--- config.mk ---
export PLATFORM = sky130hd
export DESIGN_NAME = isms_cell
export DESIGN_NICKNAME = d
export VERILOG_FILES = /design/src/design/assert_macros.svh /design/src/design/isms_cell.sv
export SDC_FILE = /design/constraint.sdc
export NUM_CORES = 1
export LEC_CHECK = 0
export ABC_AREA = 1
export BUFFER_PORTS_ARGS = -buffer_cell sky130_fd_sc_hd__buf_4
export CAP_MARGIN = 20
export CORE_UTILIZATION = 45
export CTS_BUF_LIST = sky130_fd_sc_hd__clkbuf_8
export DETAILED_ROUTE_END_ITERATION = 7
export PLACE_DENSITY = 0.77
export SLEW_MARGIN = 20
export SYNTH_ARGS = -nofsm -noshare
export SYNTH_HDL_FRONTEND = slang
export SYNTH_SLANG_ARGS = --single-unit
--- constraint.sdc ---
create_clock -name clock -period 0.9 [get_ports clock]
set_input_delay 0.18 -clock clock [delete_from_list [all_inputs] [get_ports clock]]
set_output_delay 0.18 -clock clock [all_outputs]
set_load 0.02 [all_outputs]
--- src/design/assert_macros.svh ---
// Assertion helpers for the RTL. Define ASSERT_OFF to compile them out.
`ifndef ASSERT_MACROS_SVH
`define ASSERT_MACROS_SVH

`ifndef ASSERT_OFF
// Property must hold at every clock edge outside reset.
`define ASSERT_ALWAYS(lbl, clk, rst, expr) \
   lbl: assert property (@(posedge clk) disable iff (rst) (expr)) \
      else $error("assertion failed")
// Implication checked at every clock edge outside reset.
`define ASSERT_IMPLIES(lbl, clk, rst, prop) \
   lbl: assert property (@(posedge clk) disable iff (rst) prop) \
      else $error("assertion failed")
`else
`define ASSERT_ALWAYS(lbl, clk, rst, expr)
`define ASSERT_IMPLIES(lbl, clk, rst, prop)
`endif

`endif

--- src/design/isms_cell.sv ---
`timescale 1ns / 1ps

module isms_cell #(
   parameter int AW         = 49,
   parameter int BLOCK_BITS = 48
) (
   input  logic          clock,
   input  logic          reset,
   input  logic          shift_en,
   input  logic [AW-1:0] start_d,
   input  logic [AW-1:0] limit_d,
   input  logic [4:0]    status_d,
   output logic [AW-1:0] start_q,
   output logic [AW-1:0] limit_q,
   output logic [4:0]    status_q
);

   logic [AW-1:0] start_ff;
   logic [AW-1:0] limit_ff;
   logic [4:0]    status_ff;

   // Every cell resets to the single range covering the whole space; only the
   // head copy matters, the rest lie beyond the fill count.
   always_ff @(posedge clock) begin
      if (reset) begin
         start_ff  <= '0;
         limit_ff  <= AW'(1) << BLOCK_BITS;
         status_ff <= '0;
      end else if (shift_en) begin
         start_ff  <= start_d;
         limit_ff  <= limit_d;
         status_ff <= status_d;
      end
   end

   assign start_q  = start_ff;
   assign limit_q  = limit_ff;
   assign status_q = status_ff;

endmodule

* After elaboration in Yosys (flattened, before gate mapping)
Cells that the tools add are included.
** Storage, ports and cells
- Input port bits :: 106
- Flip-flop bits (word level) :: 103
- Output and inout port bits :: 103

* Logic depth before layout (Yosys ltp)
Gate-level depths: netlist of the first run.
- Depth after elaboration :: 0
- Gate-level depth with buffers :: 6

* Worst setup path before layout of the first run
No wires, ideal clock.
- Kind :: input -> register
- Start point :: input port shift_en
- End point :: register start_ff[10] (netlist: start_q[10])
- Slack :: 0.088 ns
- Library setup time :: 0.113 ns
- Stages :: 5
- Buffers on the path :: 3
- Arrival time :: 0.699 ns
- Cell sequence :: buf_6 > buf_6 > buf_4 > nor2_1 > nor2_1
** RTL lines
- start: declaration :: RTL line isms_cell.sv:9 : input logic shift_en,
- end signal: assignment :: RTL line isms_cell.sv:30 : start_ff <= start_d;
- end: declaration :: RTL line isms_cell.sv:18 : logic [AW-1:0] start_ff;

* Worst setup path after layout of the first run
- Start point :: register start_ff[6] (netlist: start_q[6])
- End point :: output port start_q[6]
** RTL lines
- end: declaration :: RTL line isms_cell.sv:13 : output logic [AW-1:0] start_q,
No word-level cell between the ends.

==> results of run 1 <==
[timing repair]
item,CTS,global route
endpoints found under the setup margin,103,103
endpoints found under the hold margin,0,0
setup buffers,5,4
resized for setup,206,0
[synthesized netlist by cell type]
| cell | count | area (um^2) |
|---|---|---|
| nand2_1 | 206 | 773 |
| nor2_1 | 204 | 766 |
| inv_1 | 104 | 390 |
| dfxtp_1 | 103 | 2060 |
| buf_2 | 13 | 65.1 |
| buf_6 | 13 | 146 |
| buf_4 | 5 | 37.5 |
| clkbuf_1 | 3 | 11.3 |
| nand3_1 | 1 | 5.00 |
[power breakdown]
group          internal, mW  switching, mW  leakage [nW]
registers              4.94          0.225         0.886
logic                  1.23           1.17          2.78
clock network          1.02           1.62        0.0899
total                  7.19           3.02          3.76
[kinds of logic (layout without fill, tap and decap cells)]
| kind of cell | Yosys count | count (layout) | share of synthesized area [%] |
|---|---|---|---|
| simple gates | 411 | 411 | 36.3 |
| flops | 103 | 103 | 48.4 |
| buf+inv | 138 | 352 | 15.3 |
[final cells by class]
class	instances	share of cell area (%)
sequential	103	33.0
clock buffer	9	1.87
multi-input combinational	411	23.3
timing repair buffer	232	33.1
tap	111	2.09
clock inverter	7	0.773
inverter	104	5.88
[metal layers]
layer / wire length [um] / part of all wire, % / global-route usage, %
met5: 0 / 0 / 0
met2: 5470 / 49 / 40.9
met4: 356 / 3.2 / 10.3
met3: 793 / 7.2 / 5.83
met1: 4460 / 40 / 24.9
[registers in the layout, summed over array words and instances (netlist names)]
register,cells
limit_q,49
start_q,49
status_q,5
[cell usage in the layout, fill, tap and decap left out]
master | netlist | final
inv_2 | 0 | 1
buf_12 | 0 | 5
buf_4 | 5 | 123
buf_6 | 13 | 104
inv_1 | 104 | 105
clkbuf_8 | 0 | 9
clkinv_4 | 0 | 2
nor2_1 | 204 | 204
nand3_1 | 1 | 1
clkinvlp_4 | 0 | 2
nand2_1 | 206 | 206
dfxtp_2 | 0 | 103
inv_8 | 0 | 1
[final timing paths]
| path | startpoint | endpoint | slack, ps | cells past startpoint |
|---|---|---|---|---|
| hold reg to reg | start_q[18]$_SDFFE_PP0P_ | start_q[18]$_SDFFE_PP0P_ | 480 | 2 |
| setup / recovery | start_q[6]$_SDFFE_PP0P_ | start_q[6] | -120 | 1 |
| setup reg to reg | start_q[25]$_SDFFE_PP0P_ | start_q[25]$_SDFFE_PP0P_ | 160 | 3 |
| hold / removal | limit_d[48] | limit_q[48]$_SDFFE_PP1P_ | 20 | 3 |
==> reports/metrics.csv, run 1 <==
metric,value,unit
htree_num_levels,3,
clk_pin_slew_worst_paths,110,ps
hold_ws,22.8,ps
synth-seq-cells,103,
cts_made_buffers,9,
cpMaxStageDelayCell,dfxtp_2,
grt_max_degree,46,
yosysWarnings,0,
drtIter0Drc,109,
core,9200,um^2
power_density,1540,nW/um^2
drc_errors,0,
worstPathRequired,720,ps
track_usage,22.7,%
antenna_left,0,
max_cap_viol_count,0,
cp_top_family,flip-flops,
stdcell_area,6630,um^2
ctsLongestPathBuffers,2,
drv_slew,0,
status,"finished, violations left",
dpl_cell_area,5880,um^2
die-area,9850,um^2
post_drt_wl_per_cell,11.3,um
grt_pass1_vias,4056,
path_cells,buf_6,
syn_avg_cell_area,6.53,um^2
fillers,711,
finalCritPeriodShare,113,%
fin_nets,967,
final.setup_skew,0,ps
tns,-10170,ps
row_count,35,
total_power,10.2,mW
dp_slack,8.18,ps
dp_hpwl,7.56,mm
ioPinCount,209,
finalSetupViolations,103,
num_vias,4305,
critPathArrivalTime,840,ps
initial_core_util,46.3,%
final_cells,977,
syn-num-nets,758,
critPathMaxFanout,2,
hold_class,in -> reg,
drive_gt1_share,40.4,%
tritoncts,built,
violations,setup timing,
seq_area,2190,um^2
start_kind,flop,
area_growth,55.8,%
path_class,reg -> out,
hold_violations,0,
fin_util,72.1,%
yosysSeqAreaShare,48.4,%
timing.critical_path.buf_inv,1,
syn_inst,652,
num_antenna_cells,0,
multi_input_area,1540,um^2
routed_wl,11.1,mm
hold_buffers,0,
maxSlewHeadroom,86.9,%
fp.dieH,99.3,um
dr.pass1.iters,4,
tightest_slew,196,ps
routabilityCongestion,0.809,
fmax,981,MHz
power_leakage,3.76,nW
crit_path_end_kind,primary output,
ir_worst_vdd,877,uV
cts_sinks,103,
syn-cell-area,4260,um^2
min_period,1020,ps
grt_antenna_before_repair,0,
synth_cell_types,9,
grt_setup_unrepaired,true,
insertion_delay,350,ps
overflow,0,
ctsRootBufferMaster,clkbuf_8,
cpPeakStageDelay,360,ps
port_buffers,208,
avgViaCountPerCell,4.41,
setup_slack,-120,ps
place_inst,952,
grt_pass1_wl,17.9,mm
die_x,99.3,um
Note: power is estimated with default switching activity, not from simulation.
==> inputs of run 2 (changes only) <==
--- a/config.mk
+++ b/config.mk
@@ -8,10 +8,10 @@
 export ABC_AREA = 1
 export BUFFER_PORTS_ARGS = -buffer_cell sky130_fd_sc_hd__buf_4
 export CAP_MARGIN = 20
-export CORE_UTILIZATION = 45
+export CORE_UTILIZATION = 47
 export CTS_BUF_LIST = sky130_fd_sc_hd__clkbuf_8
 export DETAILED_ROUTE_END_ITERATION = 7
-export PLACE_DENSITY = 0.77
+export PLACE_DENSITY = 0.8
 export SLEW_MARGIN = 20
 export SYNTH_ARGS = -nofsm -noshare
 export SYNTH_HDL_FRONTEND = slang
==> reports/metrics.csv, run 2 (same netlist as run 1, synthesis figures left out) <==
metric,value,unit,change
dp_hpwl,7.61,mm,+0.73%
cts_made_buffers,9,,unchanged
multi_input_area,1540,um^2,unchanged
power_leakage,3.77,nW,+0.28%
ir_worst_vdd,1090,uV,+25%
min_period,1010,ps,-12.2 ps
routed_wl,11.1,mm,about the same
die_x,97.2,um,-2.1%
hold_ws,54.8,ps,+32.0 ps
fin_util,76.2,%,+4.0 points
setup_slack,-107,ps,+12.2 ps
violations,setup timing,,
track_usage,23.9,%,+1.3 points
worstReg2RegEnd,limit_q[48]$_SDFFE_PP1P_,,
cpPeakStageDelay,360,ps,about the same
fmax,993,MHz,+1.2%
num_antenna_cells,0,,unchanged
ioPinCount,209,,unchanged
clk_pin_slew_worst_paths,100,ps,about the same
grt_setup_unrepaired,true,,
hold_buffers,0,,unchanged
ctsRootBufferMaster,clkbuf_8,,
drive_gt1_share,40.4,%,about the same
num_vias,4313,,+0.19%
drv_slew,0,,unchanged
post_drt_wl_per_cell,11.4,um,+0.54%
crit_path_end_kind,primary output,,
drc_errors,0,,unchanged
routabilityCongestion,0.823,,+1.6%
r2r_setup_slack,210,ps,+50 ps
status,"finished, violations left",,
seq_area,2190,um^2,unchanged
grt_max_degree,43,,-6.5%
port_buffers,208,,unchanged
finalCritPeriodShare,112,%,-1.4 points
die-area,9440,um^2,-4.2%
hold_class,in -> reg,,
grt_antenna_before_repair,0,,unchanged
hold_path_depth,3,,unchanged
maxSlewHeadroom,87.9,%,+1.0 points
grt_pass1_vias,4207,,+3.7%
hp-start,limit_d[48],,
final_common_cell,nand2_1,,
max_cap_viol_count,0,,unchanged
avgViaCountPerCell,4.44,,+0.80%
hold_violations,0,,unchanged
core,8760,um^2,-4.7%
path_class,reg -> out,,
ctsLongestPathBuffers,2,,unchanged
timing.critical_path.buf_inv,1,,unchanged
final_cells,971,,-0.61%
worstPathRequired,720,ps,about the same
finalSetupViolations,103,,unchanged
fillers,629,,-12%
power_density,1640,nW/um^2,+6.3%
r2r_start,limit_q[48]$_SDFFE_PP1P_,,
antenna_left,0,,unchanged
path_cells,buf_6,,
final.setup_skew,0,ps,unchanged
htree_num_levels,3,,unchanged
tritoncts,built,,
initial_core_util,48.6,%,+2.3 points
start_kind,flop,,
place_inst,949,,-0.32%
cpMaxStageDelayCell,dfxtp_2,,
cts_sinks,103,,unchanged
drtIter0Drc,91,,-17%
fp.dieH,97.2,um,-2.1%
overflow,0,,unchanged
fin_nets,965,,-0.21%
insertion_delay,340,ps,about the same
final_cell_mix,"206 x nand2_1, 204 x nor2_1, 121 x buf_4",,
hold_end,limit_q[48]$_SDFFE_PP1P_,,
dp_slack,11.1,ps,+2.94 ps
ff2ff_path_depth,3,,unchanged
tightest_slew,181,ps,-15.3 ps
area_growth,56.8,%,
critPathMaxFanout,2,,unchanged
dr.pass1.iters,4,,unchanged
row_count,34,,-2.9%
critPathArrivalTime,830,ps,about the same
grt_pass1_wl,18.5,mm,+3.6%
cp_top_family,flip-flops,,
-- run 2: changes by cell type in the layout (fill, tap and decap cells not counted) --
cell       change
clkinv_4       -2
buf_4          -2
inv_1          -2
inv_8          -1
bufinv_16      +3
clkinv_2       +1
-- run 2: worst reg2reg max path: stages (launching register included) --
cell	delay [ps]
dfxtp_2	340
buf_4	130
nand2_1	50
nand3_1	60
-- run 2: final cells by class --
| class | count | share of cell area, % |
|---|---|---|
| inverters | 104 | 5.85 |
| well taps | 108 | 2.02 |
| clock buffers | 9 | 1.86 |
| repair buffers | 230 | 32.7 |
| clock inverters | 6 | 1.65 |
| flip-flops and latches | 103 | 32.8 |
| multi-input cells | 411 | 23.1 |
-- run 2: worst max path at each step --
stage | start | endpoint | slack (ps) | cells past startpoint
5_1_grt | start_q[1]$_SDFFE_PP0P_ | start_q[1] | -160 | 1
4_1_cts | start_q[6]$_SDFFE_PP0P_ | start_q[6] | -120 | 1
3_3_place_gp | shift_en | start_q[26]$_SDFFE_PP0P_ | 40 | 5
3_5_place_dp | reset | limit_q[47]$_SDFFE_PP0P_ | 10 | 5
6_report | start_q[9]$_SDFFE_PP0P_ | start_q[9] | -110 | 1
2_1_floorplan | shift_en | start_q[10]$_SDFFE_PP0P_ | 90 | 5
-- run 2: routing by layer --
| layer | GRT usage (%) | up-vias | part of all wire [%] |
|---|---|---|---|
| met2 | 42.4 | 154 | 49 |
| met3 | 7.48 | 22 | 8.0 |
| met5 | 0 | - | 0 |
| li1 | - | 2240 | - |
| met1 | 26.9 | 1897 | 41 |
| met4 | 8.61 | 0 | 2.3 |
-- run 2: power breakdown --
| part | switching [mW] | internal (mW) |
|---|---|---|
| sequential | 0.232 | 4.94 |
| combinational | 1.16 | 1.23 |
| clock | 1.53 | 1.83 |
| total | 2.92 | 7.99 |
-- run 2: stage by stage --
| stage | area [um^2] | TNS (ps) | total power, mW |
|---|---|---|---|
| final | 6670 | -8850 | 10.9 |
| after global routing | 6670 | -13700 | 11.5 |
| after CTS | 6670 | -10890 | 11.0 |
| after detailed placement | 5870 | 0 | 7.30 |
| after global placement | 5870 | 0 | 7.25 |
| after floorplan | 4260 | 0 | 6.30 |
-- run 2: repair_timing --
action	CTS	global route
buffers inserted	6	1
setup endpoints to repair	103	103
resized for setup	206	0
==> inputs of run 3 (changes only) <==
--- a/config.mk
+++ b/config.mk
@@ -5,13 +5,12 @@
 export SDC_FILE = /design/constraint.sdc
 export NUM_CORES = 1
 export LEC_CHECK = 0
-export ABC_AREA = 1
 export BUFFER_PORTS_ARGS = -buffer_cell sky130_fd_sc_hd__buf_4
 export CAP_MARGIN = 20
-export CORE_UTILIZATION = 47
+export CORE_UTILIZATION = 45
 export CTS_BUF_LIST = sky130_fd_sc_hd__clkbuf_8
 export DETAILED_ROUTE_END_ITERATION = 7
-export PLACE_DENSITY = 0.8
+export PLACE_DENSITY = 0.79
 export SLEW_MARGIN = 20
 export SYNTH_ARGS = -nofsm -noshare
 export SYNTH_HDL_FRONTEND = slang
==> reports/metrics.csv, run 3 <==
metric,value,unit,change
p_sw_share,25.8,%,-0.96 points
num_vias,3201,,-26%
finalSetupViolations,103,,unchanged
routabilityCongestion,0.727,,-12%
clk_pin_slew_worst_paths,90,ps,about the same
status,"finished, violations left",,
power_leakage,3.09,nW,-18%
final_common_cell,buf_4,,
ir_worst_vdd,1120,uV,+2.9%
row_count,32,,-5.9%
start_kind,flop,,
min_period,1010,ps,+1.08 ps
synth_most_common_cell,dfxtp_1,,
grt_max_degree,41,,-4.7%
port_buffers,208,,unchanged
drv_slew,0,,unchanged
cpMaxStageDelayCell,dfxtp_2,,
crit_path_end_kind,primary output,,
area_growth,66.3,%,
tritoncts,built,,
synthTopCellsByCount,"103 x dfxtp_1, 102 x mux2i_1, 102 x nor2_1",,
fp.dieH,92.8,um,-4.5%
grt_pass1_vias,3279,,-22%
stdcell_area,6180,um^2,-7.5%
insertion_delay,350,ps,about the same
clkPwrFrac,28.7,%,-2.0 points
hold_violations,0,,unchanged
hold_buffers,0,,unchanged
setup_slack,-108,ps,-1.08 ps
antenna_left,0,,unchanged
synth_top_area_cell,dfxtp_1,,
avgViaCountPerCell,4.83,,+8.7%
critPathMaxFanout,2,,unchanged
synth-seq-cells,103,,unchanged
violations,setup timing,,
total_power,10.0,mW,-8.0%
dr.pass1.iters,4,,unchanged
fmax,992,MHz,-0.11%
track_usage,23.4,%,-0.53 points
synth_edf_count,0,,unchanged
syn-num-nets,438,,-42%
post_drt_wl_per_cell,16.1,um,+41%
switchingPower,2.59,mW,-11%
die-area,8620,um^2,-8.7%
cpPeakStageDelay,360,ps,about the same
drc_errors,0,,unchanged
async_flop_share,0,%,unchanged
final.setup_skew,0,ps,unchanged
max_cap_viol_count,0,,unchanged
syn_avg_cell_area,11.2,um^2,+71%
hold_class,in -> reg,,
grt_setup_unrepaired,true,,
synth_cell_types,11,,+2
initial_core_util,47.3,%,-1.3 points
cts_made_buffers,9,,unchanged
ctsLongestPathBuffers,2,,unchanged
dominantRegCellSynth,dfxtp_1,,
drive_gt1_share,63.1,%,+23 points
grt_pass1_wl,15.6,mm,-16%
tightest_slew,219,ps,+37.7 ps
final_cell_mix,"128 x buf_4, 103 x dfxtp_2, 103 x buf_6",,
drtIter0Drc,55,,-40%
cp_top_family,flip-flops,,
ctsRootBufferMaster,clkbuf_8,,
path_class,reg -> out,,
yosysWarnings,0,,unchanged
cts_sinks,103,,unchanged
routed_wl,10.7,mm,-3.6%
worstPathRequired,720,ps,about the same
fin_nets,663,,-31%
power_density,1630,nW/um^2,-0.55%
num_antenna_cells,0,,unchanged
power.internal,7.45,mW,-6.8%
yosysSeqAreaShare,55.5,%,+7.1 points
pwr-share-comb,20.7,%,-1.2 points
dp_hpwl,7.05,mm,-7.4%
synth_area_leaders,"dfxtp_1 56%, mux2i_1 27%, nor2_1 10%",,
grt_antenna_before_repair,0,,unchanged
tns,-8560,ps,+289 ps
overflow,0,,unchanged
ff2ff_path_depth,4,,+1
ioPinCount,209,,unchanged
worstSetupPathDepth,1,,unchanged
die_x,92.8,um,-4.5%
syn_inst,332,,-49%
timing.critical_path.buf_inv,1,,unchanged
dpl_cell_area,5340,um^2,-9.0%
htree_num_levels,3,,unchanged
dp_slack,-143,ps,-155 ps
finalCritPeriodShare,112,%,+0.12 points
maxSlewHeadroom,85.0,%,-2.9 points
synth_top_area_share,55.5,%,+7.1 points
hold_path_depth,2,,-1
path_cells,buf_6,,
p_seq_share,50.6,%,+3.2 points
syn-cell-area,3710,um^2,-13%
critPathArrivalTime,830,ps,about the same
core,7850,um^2,-10%
==> run 3: logic make-up after synthesis <==
| group | count (synthesis) | synth area share [%] |
|---|---|---|
| flops | 103 | 55.5 |
| simple gates | 103 | 10.5 |
| mux | 102 | 27.5 |
| buf+inv | 23 | 6.27 |
| compound gates | 1 | 0.236 |
==> run 3: metal layers <==
layer  vias to the layer above  wire (um)  global-route usage [%]
li1                       1536          -                       -
met1                      1503       3940                    23.8
met2                       148       5590                    42.9
met3                        14        952                    9.69
met4                         0        187                    7.82
met5                         -          0                       0
==> run 3: final cells by class <==
type	instances	area [um^2]
clock buffers	11	151
clock inverters	4	46.3
fillers	477	1670
multi-input cells	206	1420
flip-flops and latches	103	2190
well taps	102	128
repair buffers	237	2240
==> run 3: stage by stage <==
| stage | hold WS (ps) | std cells | utilization, % |
|---|---|---|---|
| 2_1_floorplan | 302 | 332 | - |
| 3_3_place_gp | 386 | 632 | 68.1 |
| 3_5_place_dp | 391 | 632 | 68.1 |
| 4_1_cts | 24.3 | 651 | 77.6 |
| 5_1_grt | 17.1 | 663 | 78.7 |
| 6_report | 38.6 | 663 | 78.7 |
==> run 3: final timing paths <==
check | start | end | slack (ps)
worst min register to register | start_q[46]$_SDFFE_PP0P_ | start_q[46]$_SDFFE_PP0P_ | 500
worst max register to register | limit_q[27]$_SDFFE_PP0P_ | limit_q[27]$_SDFFE_PP0P_ | 10
worst min-delay path | limit_d[48] | limit_q[48]$_SDFFE_PP1P_ | 40
worst max-delay path | start_q[31]$_SDFFE_PP0P_ | start_q[31] | -110
==> run 3: power by group through the flow <==
stage               Clock [mW]  Sequential [mW]  Combinational, mW
floorplan                    0             5.40              0.621
global placement             0             5.06               1.79
detailed placement           0             5.07               1.83
CTS                       2.94             5.08               2.01
global route              3.11             5.11               2.20
finish                    2.89             5.08               2.08
==> run 3: repair_timing <==
action / 4_1_cts / 5_1_grt
gates resized for setup: 206 / 0
endpoints found under the hold margin: 0 / 0
setup buffers: 4 / 12
pin swaps: 0 / 0
setup endpoints to repair: 103 / 103
